[config.mk]
export PLATFORM = sky130hd
export DESIGN_NAME = csv_cell_quoting_writer_top
export DESIGN_NICKNAME = d
export VERILOG_FILES = /design/src/design/cqw_pkg.sv /design/src/design/cqw_dp.sv /design/src/design/cqw_ctrl.sv /design/src/design/csv_cell_quoting_writer_top.sv
export SDC_FILE = /design/constraint.sdc
export NUM_CORES = 1
export LEC_CHECK = 0
export BUFFER_PORTS_ARGS = -buffer_cell sky130_fd_sc_hd__buf_4
export CAP_MARGIN = 30
export CORE_AREA = 2 2 146 148
export CTS_BUF_LIST = sky130_fd_sc_hd__clkbuf_8
export CTS_CLUSTER_SIZE = 14
export DETAILED_ROUTE_END_ITERATION = 8
export DIE_AREA = 0 0 148 150
export GPL_TIMING_DRIVEN = 0
export PLACE_DENSITY = 0.64
export SLEW_MARGIN = 20
export SYNTH_ARGS = -nofsm -noshare
export SYNTH_HDL_FRONTEND = slang
export SYNTH_SLANG_ARGS = --single-unit
[constraint.sdc]
create_clock -name aclk -period 5.85 [get_ports aclk]
set_input_delay 1.17 -clock aclk [delete_from_list [all_inputs] [get_ports aclk]]
set_output_delay 1.17 -clock aclk [all_outputs]
set_load 0.02 [all_outputs]
[src/design/cqw_pkg.sv]
// shared types, codes and helpers for the csv cell quoting writer
`timescale 1ns / 1ps

package cqw_pkg;

    // default cell buffer depth in bytes
    localparam int CELL_BYTES_DEF = 16;

    // request codes carried in the low tuser bits
    localparam logic [1:0] REQ_BYTE   = 2'd0;
    localparam logic [1:0] REQ_EMPTY  = 2'd1;
    localparam logic [1:0] REQ_FINISH = 2'd2;

    // output characters
    localparam logic [7:0] CH_COMMA = 8'h2C;
    localparam logic [7:0] CH_LF    = 8'h0A;
    localparam logic [7:0] CH_CR    = 8'h0D;
    localparam logic [7:0] CH_QUOTE = 8'h22;
    localparam logic [7:0] BOM_B0   = 8'hEF;
    localparam logic [7:0] BOM_B1   = 8'hBB;
    localparam logic [7:0] BOM_B2   = 8'hBF;

    // separator owed ahead of the current job
    typedef enum logic [1:0] {
        SEP_NONE,
        SEP_BOM,
        SEP_LF,
        SEP_COMMA
    } sep_t;

    // byte source for one output item
    typedef enum logic [2:0] {
        SEL_BOM0,
        SEL_BOM1,
        SEL_BOM2,
        SEL_COMMA,
        SEL_LF,
        SEL_QUOTE,
        SEL_CELL
    } sel_t;

    // controller to datapath
    typedef struct packed {
        logic emit;
        sel_t sel;
        logic last;
        logic ptr_rst;
        logic ptr_inc;
    } cmd_t;

    // datapath to controller
    typedef struct packed {
        sep_t sep;
        logic job_cell;
        logic quoted;
        logic mark0;
        logic mark_next;
        logic more;
        logic out_free;
    } sts_t;

    // utf-8 character length from its lead byte, invalid leads count as one
    function automatic logic [2:0] lead_len(input logic [7:0] b);
        logic [2:0] len;
        begin
            if (b[7] == 1'b0) len = 3'd1;
            else if ((b & 8'd224) == 8'd192) len = 3'd2;
            else if ((b & 8'd240) == 8'd224) len = 3'd3;
            else if ((b & 8'd248) == 8'd240) len = 3'd4;
            else if ((b & 8'd252) == 8'd248) len = 3'd5;
            else if ((b & 8'd254) == 8'd252) len = 3'd6;
            else len = 3'd1;
            return len;
        end
    endfunction

endpackage

[src/design/cqw_dp.sv]
// datapath: cell buffer, quoting scan, job registers and output register
`timescale 1ns / 1ps

module cqw_dp import cqw_pkg::*; #(
    parameter int CELL_BYTES = CELL_BYTES_DEF
) (
    input  logic       aclk,
    input  logic       aresetn,
    input  logic       acc,
    input  logic [1:0] req_type,
    input  logic [7:0] data_byte,
    input  logic       new_row,
    input  logic       check_quoting,
    input  logic       last_in_cell,
    input  logic       cfg_valid,
    input  logic       cfg_data,
    input  cmd_t       cmd,
    output sts_t       sts,
    output logic       m_tvalid,
    input  logic       m_tready,
    output logic [7:0] m_tdata,
    output logic       m_tlast,
    output logic       m_tuser
);

    localparam int CNT_W = $clog2(CELL_BYTES + 1);
    localparam int IDX_W = (CELL_BYTES > 1) ? $clog2(CELL_BYTES) : 1;

    // cell buffer
    logic [7:0] store_mem [CELL_BYTES];
    logic [7:0] rd_data_reg;

    // cell scan state
    logic [CELL_BYTES-1:0] marks_reg, marks_next, marks_cur;
    logic [CNT_W-1:0]      cnt_reg, cnt_next, cnt_cur;
    logic                  nq_reg, nq_next, nq_cur;
    logic [2:0]            skip_reg, skip_next, skip_cur;
    logic                  in_cell_reg, in_cell_next;
    logic                  row_reg, row_next, row_cur;
    logic                  chk_reg, chk_next, chk_cur;
    logic                  ovf_reg, ovf_next, ovf_cur;
    logic                  started_reg, started_next;
    logic                  bom_reg;

    // job registers
    sep_t                  job_sep_reg, job_sep_next;
    logic                  job_cell_reg, job_cell_next;
    logic                  job_trunc_reg, job_trunc_next;

    // replay pointer and output register
    logic [IDX_W-1:0]      rd_ptr_reg, rd_ptr_next;
    logic [CNT_W-1:0]      ptr_plus;
    logic                  out_valid_reg;
    logic [7:0]            out_byte_reg, out_byte;
    logic                  out_last_reg;
    logic                  out_trunc_reg;

    logic                  wr_en;
    logic [IDX_W-1:0]      wr_idx;
    logic                  room;
    logic [2:0]            lead;
    logic                  sep_row;
    sep_t                  sep_open;

    // values seen by an item, a new cell starts from cleared state
    always_comb begin
        cnt_cur   = in_cell_reg ? cnt_reg   : '0;
        marks_cur = in_cell_reg ? marks_reg : '0;
        nq_cur    = in_cell_reg ? nq_reg    : 1'b0;
        skip_cur  = in_cell_reg ? skip_reg  : 3'd0;
        ovf_cur   = in_cell_reg ? ovf_reg   : 1'b0;
        row_cur   = in_cell_reg ? row_reg   : new_row;
        chk_cur   = in_cell_reg ? chk_reg   : check_quoting;
        room      = (cnt_cur < CNT_W'(CELL_BYTES));
        wr_idx    = cnt_cur[IDX_W-1:0];
        lead      = lead_len(data_byte);
    end

    // item intake and job setup
    always_comb begin
        cnt_next       = cnt_reg;
        marks_next     = marks_reg;
        nq_next        = nq_reg;
        skip_next      = skip_reg;
        in_cell_next   = in_cell_reg;
        row_next       = row_reg;
        chk_next       = chk_reg;
        ovf_next       = ovf_reg;
        started_next   = started_reg;
        job_sep_next   = job_sep_reg;
        job_cell_next  = job_cell_reg;
        job_trunc_next = job_trunc_reg;
        wr_en          = 1'b0;
        if (acc) begin
            job_sep_next   = SEP_NONE;
            job_cell_next  = 1'b0;
            job_trunc_next = 1'b0;
            unique case (req_type)
                REQ_BYTE: begin
                    in_cell_next = 1'b1;
                    row_next     = row_cur;
                    chk_next     = chk_cur;
                    cnt_next     = cnt_cur;
                    marks_next   = marks_cur;
                    nq_next      = nq_cur;
                    skip_next    = skip_cur;
                    ovf_next     = ovf_cur;
                    if (room) begin
                        wr_en = 1'b1;
                        if (skip_cur == 3'd0) begin
                            if (lead == 3'd1) begin
                                if (data_byte == CH_COMMA || data_byte == CH_LF ||
                                    data_byte == CH_CR) begin
                                    nq_next = 1'b1;
                                end else if (data_byte == CH_QUOTE) begin
                                    nq_next            = 1'b1;
                                    marks_next[wr_idx] = 1'b1;
                                end
                            end
                            skip_next = lead - 3'd1;
                        end else begin
                            skip_next = skip_cur - 3'd1;
                        end
                        cnt_next = cnt_cur + CNT_W'(1);
                    end else begin
                        ovf_next = 1'b1;
                    end
                    if (last_in_cell) begin
                        in_cell_next   = 1'b0;
                        job_cell_next  = 1'b1;
                        job_trunc_next = ovf_next;
                        job_sep_next   = sep_open;
                        started_next   = 1'b1;
                    end
                end
                REQ_EMPTY: begin
                    in_cell_next = 1'b0;
                    job_sep_next = sep_open;
                    started_next = 1'b1;
                end
                REQ_FINISH: begin
                    in_cell_next = 1'b0;
                    job_sep_next = started_reg ? SEP_LF : SEP_NONE;
                    started_next = 1'b0;
                end
                default: begin
                end
            endcase
        end
    end

    // separator ahead of a cell, a closing byte takes the row flag of its cell
    always_comb begin
        sep_row = (req_type == REQ_BYTE) ? row_cur : new_row;
        if (started_reg) sep_open = sep_row ? SEP_LF : SEP_COMMA;
        else             sep_open = bom_reg ? SEP_BOM : SEP_NONE;
    end

    // replay pointer
    always_comb begin
        if (cmd.ptr_rst)      rd_ptr_next = '0;
        else if (cmd.ptr_inc) rd_ptr_next = rd_ptr_reg + IDX_W'(1);
        else                  rd_ptr_next = rd_ptr_reg;
    end

    // output byte select
    always_comb begin
        case (cmd.sel)
            SEL_BOM0:  out_byte = BOM_B0;
            SEL_BOM1:  out_byte = BOM_B1;
            SEL_BOM2:  out_byte = BOM_B2;
            SEL_COMMA: out_byte = CH_COMMA;
            SEL_LF:    out_byte = CH_LF;
            SEL_QUOTE: out_byte = CH_QUOTE;
            SEL_CELL:  out_byte = rd_data_reg;
            default:   out_byte = CH_LF;
        endcase
    end

    // status for the controller
    always_comb begin
        ptr_plus      = CNT_W'(rd_ptr_reg) + CNT_W'(1);
        sts.sep       = job_sep_reg;
        sts.job_cell  = job_cell_reg;
        sts.quoted    = chk_reg & nq_reg;
        sts.mark0     = marks_reg[0];
        sts.more      = (ptr_plus < cnt_reg);
        sts.mark_next = sts.more ? marks_reg[ptr_plus[IDX_W-1:0]] : 1'b0;
        sts.out_free  = !out_valid_reg || m_tready;
    end

    // buffer write and registered read
    always_ff @(posedge aclk) begin
        if (wr_en) begin
            store_mem[wr_idx] <= data_byte;
        end
        rd_data_reg <= store_mem[rd_ptr_next];
    end

    // state registers
    always_ff @(posedge aclk) begin
        if (!aresetn) begin
            cnt_reg       <= '0;
            marks_reg     <= '0;
            nq_reg        <= 1'b0;
            skip_reg      <= 3'd0;
            in_cell_reg   <= 1'b0;
            row_reg       <= 1'b0;
            chk_reg       <= 1'b0;
            ovf_reg       <= 1'b0;
            started_reg   <= 1'b0;
            bom_reg       <= 1'b0;
            job_sep_reg   <= SEP_NONE;
            job_cell_reg  <= 1'b0;
            job_trunc_reg <= 1'b0;
            rd_ptr_reg    <= '0;
            out_valid_reg <= 1'b0;
        end else begin
            cnt_reg       <= cnt_next;
            marks_reg     <= marks_next;
            nq_reg        <= nq_next;
            skip_reg      <= skip_next;
            in_cell_reg   <= in_cell_next;
            row_reg       <= row_next;
            chk_reg       <= chk_next;
            ovf_reg       <= ovf_next;
            started_reg   <= started_next;
            job_sep_reg   <= job_sep_next;
            job_cell_reg  <= job_cell_next;
            job_trunc_reg <= job_trunc_next;
            rd_ptr_reg    <= rd_ptr_next;
            if (cfg_valid) begin
                bom_reg <= cfg_data;
            end
            if (cmd.emit) begin
                out_valid_reg <= 1'b1;
            end else if (m_tready) begin
                out_valid_reg <= 1'b0;
            end
        end
    end

    // output payload
    always_ff @(posedge aclk) begin
        if (cmd.emit) begin
            out_byte_reg  <= out_byte;
            out_last_reg  <= cmd.last;
            out_trunc_reg <= job_trunc_reg;
        end
    end

    assign m_tvalid = out_valid_reg;
    assign m_tdata  = out_byte_reg;
    assign m_tlast  = out_last_reg;
    assign m_tuser  = out_trunc_reg;

endmodule

[src/design/cqw_ctrl.sv]
// controller: sequences separator, quotes and cell replay one byte at a time
`timescale 1ns / 1ps

module cqw_ctrl import cqw_pkg::*; (
    input  logic aclk,
    input  logic aresetn,
    input  logic s_tvalid,
    output logic s_tready,
    output logic acc,
    input  sts_t sts,
    output cmd_t cmd
);

    typedef enum logic [2:0] {
        ST_IDLE,
        ST_DECIDE,
        ST_SEP,
        ST_OPEN,
        ST_MARK,
        ST_BYTE,
        ST_CLOSE
    } state_t;

    state_t     state_reg, state_next, cell_first;
    logic [1:0] bom_idx_reg, bom_idx_next;

    assign s_tready = (state_reg == ST_IDLE);
    assign acc      = s_tvalid && s_tready;

    // first state of the cell body
    always_comb begin
        if (sts.job_cell) cell_first = sts.quoted ? ST_OPEN : ST_BYTE;
        else              cell_first = ST_IDLE;
    end

    // next state and commands
    always_comb begin
        state_next   = state_reg;
        bom_idx_next = bom_idx_reg;
        cmd.emit     = 1'b0;
        cmd.sel      = SEL_QUOTE;
        cmd.ptr_rst  = 1'b0;
        cmd.ptr_inc  = 1'b0;
        unique case (state_reg)
            ST_IDLE: begin
                if (acc) begin
                    state_next  = ST_DECIDE;
                    cmd.ptr_rst = 1'b1;
                end
            end
            ST_DECIDE: begin
                bom_idx_next = 2'd0;
                if (sts.sep != SEP_NONE) state_next = ST_SEP;
                else                     state_next = cell_first;
            end
            ST_SEP: begin
                if (sts.out_free) begin
                    cmd.emit = 1'b1;
                    unique case (sts.sep)
                        SEP_BOM: begin
                            cmd.sel = (bom_idx_reg == 2'd0) ? SEL_BOM0 :
                                      (bom_idx_reg == 2'd1) ? SEL_BOM1 : SEL_BOM2;
                        end
                        SEP_COMMA: cmd.sel = SEL_COMMA;
                        default:   cmd.sel = SEL_LF;
                    endcase
                    if (sts.sep == SEP_BOM && bom_idx_reg != 2'd2) begin
                        bom_idx_next = bom_idx_reg + 2'd1;
                    end else begin
                        state_next = cell_first;
                    end
                end
            end
            ST_OPEN: begin
                if (sts.out_free) begin
                    cmd.emit   = 1'b1;
                    state_next = sts.mark0 ? ST_MARK : ST_BYTE;
                end
            end
            ST_MARK: begin
                if (sts.out_free) begin
                    cmd.emit   = 1'b1;
                    state_next = ST_BYTE;
                end
            end
            ST_BYTE: begin
                if (sts.out_free) begin
                    cmd.emit    = 1'b1;
                    cmd.sel     = SEL_CELL;
                    cmd.ptr_inc = 1'b1;
                    if (sts.more) begin
                        state_next = (sts.quoted && sts.mark_next) ? ST_MARK : ST_BYTE;
                    end else begin
                        state_next = sts.quoted ? ST_CLOSE : ST_IDLE;
                    end
                end
            end
            ST_CLOSE: begin
                if (sts.out_free) begin
                    cmd.emit   = 1'b1;
                    state_next = ST_IDLE;
                end
            end
            default: state_next = ST_IDLE;
        endcase
        // a byte is the last of its item when the job ends with it
        cmd.last = cmd.emit && (state_next == ST_IDLE);
    end

    // state register
    always_ff @(posedge aclk) begin
        if (!aresetn) begin
            state_reg   <= ST_IDLE;
            bom_idx_reg <= 2'd0;
        end else begin
            state_reg   <= state_next;
            bom_idx_reg <= bom_idx_next;
        end
    end

`ifndef NO_ASSERTIONS
    // never overwrite a result still waiting downstream
    a_emit_free: assert property (@(posedge aclk) disable iff (!aresetn)
        cmd.emit |-> sts.out_free)
        else $error("emit while output register is occupied");

    // an accepted item is always followed by the decide step
    a_acc_decide: assert property (@(posedge aclk) disable iff (!aresetn)
        acc |=> (state_reg == ST_DECIDE))
        else $error("accepted item did not reach decide");

    // the marked last byte closes the job
    a_last_idle: assert property (@(posedge aclk) disable iff (!aresetn)
        (cmd.emit && cmd.last) |=> s_tready)
        else $error("last byte emitted but block not ready");

    // quote doubling only happens inside a quoted cell
    a_mark_quoted: assert property (@(posedge aclk) disable iff (!aresetn)
        (state_reg == ST_MARK) |-> sts.quoted)
        else $error("quote doubling outside a quoted cell");
`endif

endmodule

[src/design/csv_cell_quoting_writer_top.sv]
// top level of the csv cell quoting writer
//
//   channel   direction  tdata             tuser / data           tlast
//   s_*       in         data_byte         req_type,new_row,chk   last_in_cell
//   m_*       out        out_byte          cell_truncated         run_last
//   cfg_*     in         -                 cfg_data = emit_bom    -
//
// an item is accepted in the idle state and passes a decide step, then gives one
// result per cycle while m_tready is high; a byte that does not end a cell gives
// no result and goes back to idle after the decide step
// the output register and the one-byte-per-cycle replay of the cell buffer
// set that rate
// reset is synchronous on aresetn low and clears all control state
// a stall on m_tready holds the controller in place, s_tready stays low
`timescale 1ns / 1ps

module csv_cell_quoting_writer_top import cqw_pkg::*; #(
    parameter int CELL_BYTES = CELL_BYTES_DEF
) (
    input  logic       aclk,
    input  logic       aresetn,
    input  logic       s_tvalid,
    output logic       s_tready,
    input  logic [7:0] s_tdata,   // [7:0] data_byte
    input  logic       s_tlast,
    input  logic [3:0] s_tuser,   // [1:0] req_type, [2] new_row, [3] check_quoting
    output logic       m_tvalid,
    input  logic       m_tready,
    output logic [7:0] m_tdata,   // [7:0] out_byte
    output logic       m_tlast,
    output logic       m_tuser,   // [0] cell_truncated
    input  logic       cfg_valid,
    output logic       cfg_ready,
    input  logic       cfg_data
);

    logic acc;
    cmd_t cmd;
    sts_t sts;

    assign cfg_ready = 1'b1;

    // sequencer
    cqw_ctrl u_ctrl (
        .aclk     (aclk),
        .aresetn  (aresetn),
        .s_tvalid (s_tvalid),
        .s_tready (s_tready),
        .acc      (acc),
        .sts      (sts),
        .cmd      (cmd)
    );

    // buffer, scan and output register
    cqw_dp #(
        .CELL_BYTES (CELL_BYTES)
    ) u_dp (
        .aclk          (aclk),
        .aresetn       (aresetn),
        .acc           (acc),
        .req_type      (s_tuser[1:0]),
        .data_byte     (s_tdata),
        .new_row       (s_tuser[2]),
        .check_quoting (s_tuser[3]),
        .last_in_cell  (s_tlast),
        .cfg_valid     (cfg_valid),
        .cfg_data      (cfg_data),
        .cmd           (cmd),
        .sts           (sts),
        .m_tvalid      (m_tvalid),
        .m_tready      (m_tready),
        .m_tdata       (m_tdata),
        .m_tlast       (m_tlast),
        .m_tuser       (m_tuser)
    );

endmodule

# After elaboration in Yosys (flattened, before gate mapping)
# Memories as Yosys holds them, arrays and structs flattened. A register that Yosys moved wholly into a read port is not among the register bits.
# Index checks and enable logic that the tools add are counted.
# word_totals
input_bits	19
ramBits	128
word_cells	177
memories	1
output_inout_bits	13
romBits	0
reg_bits	55
latch_bits	0
# mem_list
name	words	width	rd	rd_ports_with_merged_regs	write_ports	line_no	source
u_dp.store_mem	16	8	1	1	1	cqw_dp.sv:30	logic [7:0] store_mem [CELL_BYTES];
# classes
addsub	6
n_eq_ne	30
muxes	85
n_mul	0
shifts	0
n_reduce_logical	27
n_bitwise	3
magnitude_cmp	5
div	0
# op_table
op	n
two-way mux 16 bit	6
two-way mux 3 bit	22
case mux 8 bit (6 select lines)	1
two-way mux 1 bit	34
case mux 3 bit (7 select lines)	1
== test 3 bit (second input constant)	6
== test 8 x 4 -> 1 bit (second input constant)	2
== test 8 x 6 -> 1 bit (second input constant)	2
two-way mux 4 bit	4
bitwise OR 16 bit	1
== test 3 x 2 -> 1 bit (second input constant)	4
logical NOT 3 bit	4
two-way mux 2 bit	6
case mux 3 bit (2 select lines)	2
less-than comparator 4 x 5 -> 1 bit (second input constant)	2
two-way mux 5 bit	2
== test 3 x 1 -> 1 bit (second input constant)	3
AND reduction 3 bit	3
nonzero test 2 bit	4
== test 7 bit (second input constant)	1
== test 2 x 1 -> 1 bit (second input constant)	3
== test 6 bit (second input constant)	1
!= test 2 bit (second input constant)	3
case mux 1 bit (3 select lines)	2
27 further kinds	37

# Longest topological paths before layout
# depth
ltp_word	11
depth_mapped	10
depth_no_buf	10

# By module
# A second synthesis with hierarchy kept.
# hier_totals
cells_unflattened	865
area_unflattened_um2	9460.3
# by_module_without_submodules
mod	cells_per_inst	seq_area_each_um2	area_each_um2	n_inst
cqw_dp	786	5104.9	8896.0	1
cqw_ctrl	77	100.1	553.0	1
csv_cell_quoting_writer_top	2	0.0	11.3	1

# Worst setup path before layout
# OpenSTA, ideal clock, no wires.
# synth_path
path_kind	input-to-reg
startpoint	in s_tvalid
endpoint	mem u_dp.store_mem[3][0], enable pin
cell_stages	6
setup_time_ps	370
t_arrival_ps	2663
slack_ps	2817
n_path_buf	1
required_time_ps	5480
path_cell_list	nor4b_4 > nand2_1 > a21oi_1 > buf_2 > nand2_1 > nor2_1
# synth_between
elab_chain_cells	4
# synth_lines
element	line_no	source
start, declared	csv_cell_quoting_writer_top.sv:22	input logic s_tvalid,
logical AND 1 bit	cqw_ctrl.sv:28	assign acc = s_tvalid && s_tready;
two-way mux 1 bit	cqw_dp.sv:94	if (acc) begin
two-way mux 1 bit	cqw_dp.sv:194	if (wr_en) begin
two-way mux 1 bit (implied by the code)	cqw_dp.sv:195	store_mem[wr_idx] <= data_byte;
end, declared	cqw_dp.sv:30	
# No other way between the ends.

# Worst setup path after layout
# layout_path
startpoint	in s_tvalid
endpoint	mem u_dp.store_mem[3][5], enable pin
# The elaborated chain is that of the path after synthesis.

==> flow_summary.json <==
{
  "status": "completed",
  "grt_pass1_wl_um": 29600,
  "postCtsSetupRepairBufs": 0,
  "clock_latency_ns": 0.49,
  "end_kind": "flip-flop",
  "antenna_found_initial": 0,
  "fmax_ghz": 0.284,
  "clkTransAtPathRegs_ns": 0.11,
  "viasPerCell": 5.42,
  "crit_chain": "buf_4, nor4b_4, nand2_1, a21oi_1, buf_2, nand2_1, nor2_1",
  "syn-num-nets": 742,
  "path_max_fanout": 10,
  "largest_reg_flops": 128,
  "drt-pass1-iter-count": 5,
  "grt_setup_unrepaired": "no",
  "synth_area_mm2": 0.00850,
  "fin_ws_ns": 2.33,
  "ir_drop_mv": 0.146,
  "cp_common_cell": "nand2_1",
  "die_area_mm2": 0.0222,
  "place_worst_setup_slack_ns": 1.80,
  "setup-violations-final": 0,
  "finalSetupTns_ns": 0,
  "synth_compound_area_frac": 0.106,
  "critPathTopFamily": "simple AND/OR/NAND/NOR gates",
  "ys_seq_area_frac": 0.612,
  "dpl.hpwl_um": 13100,
  "cts_resized": 0,
  "core_mm2": 0.0207,
  "critical_path_class": "in -> reg",
  "grt_pass1_vias": 5377,
  "postSynthAreaPerCell_um2": 12.1,
  "drive_gt1_frac": 0.146,
  "synth_top_area_frac": 0.487,
  "synth_seq_cells": 191,
  "cts.sinks": 191,
  "synth_edf_count": 138,
  "synth_top_cell_by_area": "edfxtp_1",
  "post-route-period-util": 0.602,
  "synth_fa_ha_area_frac": 0.0321,
  "cts_buffers": 17,
  "ys_top_cells_by_count": "edfxtp_1, nand3_1, nand2_1, nor2_1, dfxtp_1",
  "period_minus_slack_ns": 3.52,
  "grt_max_degree": 23,
  "synth_top_family_by_area": "simple AND/OR/NAND/NOR gates",
  "num_antenna_cells": 0,
  "hold_ws_ns": 0.453,
  "worst-path-buf-inv": 2,
  "yosys.area_share.simple": 0.138,
  "overflow": 0,
  "drc": 0,
  "cellLeakagePower_uw": 0.00322,
  "crit_slowest_cell": "nor2_1",
  "synth_xor_area_frac": 0.00824,
  "syn_inst": 702,
  "wl_per_cell_um": 18.1,
  "max_stage_delay_ns": 0.83,
  "arrival_ns": 3.64,
  "final_nets": 792,
  "port_buffers": 30,
  "wl_um": 18800,
  "placementRows": 53,
  "htree_levels": 4,
  "cts_buffer_depth": 2,
  "finalHoldViolations": 0,
  "synth_flop_cell": "edfxtp_1",
  "area_growth_pct": 11.9,
  "tightest_slew_ns": 0.978,
  "synth_most_common_cell": "edfxtp_1",
  "synth.distinct_cells": 62,
  "maxSlewViolCount": 0,
  "via_count": 5632,
  "drt_iter0_drc": 507,
  "cts-hold-fix-buffers": 0,
  "antenna_left": 0,
  "cp_data_required_time_ns": 5.97,
  "critPathLaunchType": "input port",
  "place_congestion": 0.829,
  "cts_tree": "built",
  "start_util": 0.411,
  "drv_cap": 0,
  "io_pins": 32,
  "track_usage": 0.177,
  "yosysWarnings": 0,
  "cts_root_buf": "clkbuf_8",
  "slew_headroom": 0.346,
  "synth.area.mux_share": 0.0724,
  "die_y_um": 150,
  "synth_area_leaders": "edfxtp_1, dfxtp_1, mux4_2",
  "ys_async_sr_fraction": 0,
  "min_path_type": "reg -> reg",
  "fin_skew_ns": 0.0126,
  "chipWidth_um": 148,
  "power.density_mw_per_mm2": 258
}
through the flow:
step           std cells   util  instance area [µm²]  total power, µW
3_5_place_dp        1008  0.439                 9080             1580
3_3_place_gp        1007  0.438                 9070             1580
6_report            1040  0.460                 9510             2450
5_1_grt             1040  0.460                 9510             2520
2_1_floorplan        702      -                 8500             1530
4_1_cts             1040  0.460                 9510             2470
layer usage:
metal | up-vias | GRT usage | part of all wire
met5 | - | 0 | 0
met4 | 0 | 0.0600 | 0.019
met3 | 23 | 0.0268 | 0.041
met2 | 149 | 0.289 | 0.48
met1 | 2722 | 0.242 | 0.46
li1 | 2738 | - | -
cells in the final DEF, fill, tap and decap left out, types with 5 or more instances in the layout:
cell type / count
inv_8: 6
nor2_1: 54
nand2b_1: 6
buf_2: 8
a32oi_1: 14
xnor2_1: 5
nor3_1: 6
mux4_2: 18
edfxtp_1: 138
nand2_1: 54
nand3_1: 71
clkbuf_8: 17
a21oi_1: 47
and3_1: 6
or2_2: 16
ha_1: 21
a21o_1: 5
inv_1: 23
dfxtp_1: 53
o21ai_0: 41
clkbuf_1: 32
mux2i_1: 12
buf_4: 32
final cells by class:
class                      count  area, µm²
buffer                        41        170
clock buffer                  17        234
clock inverter                15        195
fill                        1875      11200
inverter                      23       86.3
multi-input combinational    447       3050
sequential                   191       5200
tap                          275        344
timing repair buffer          31        230
power breakdown:
group	switching, µW	leakage [µW]	total [µW]	internal (µW)
Sequential	5.10	0.00167	1460	1450
Clock	563	0.000216	905	341
Combinational	58.5	0.00133	87.4	28.9
worst reg2reg max path, cell delays in order (launching register included):
cell and delay [ns]:
dfxtp_1 0.39, nor4b_4 0.58, nand2_1 0.26, a21oi_1 0.26
buf_2 0.28, nand2_1 0.27, nor2_1 0.83
worst paths after layout:
check                          to  cells past startpoint  slack [ns]           startpoint
max          u_dp.store_mem[3][5]                      7        2.33             s_tvalid
max reg2reg  u_dp.store_mem[3][5]                      6        2.62  u_ctrl.state_reg[1]
min reg2reg     u_dp.marks_reg[3]                      2        0.45    u_dp.marks_reg[3]
min             u_dp.marks_reg[3]                      2        0.45    u_dp.marks_reg[3]
logic make-up after synthesis:
| family | after synthesis |
|---|---|
| xor gates and xnor gates | 8 |
| other | 1 |
| adders and majority gates | 22 |
| DFF | 191 |
| muxes | 34 |
| AOI/OAI and AO/OA | 143 |
| and+or+nand+nor | 239 |
| buffers and inverters | 64 |
No activity file was read; power rests on OpenSTA's default activity.
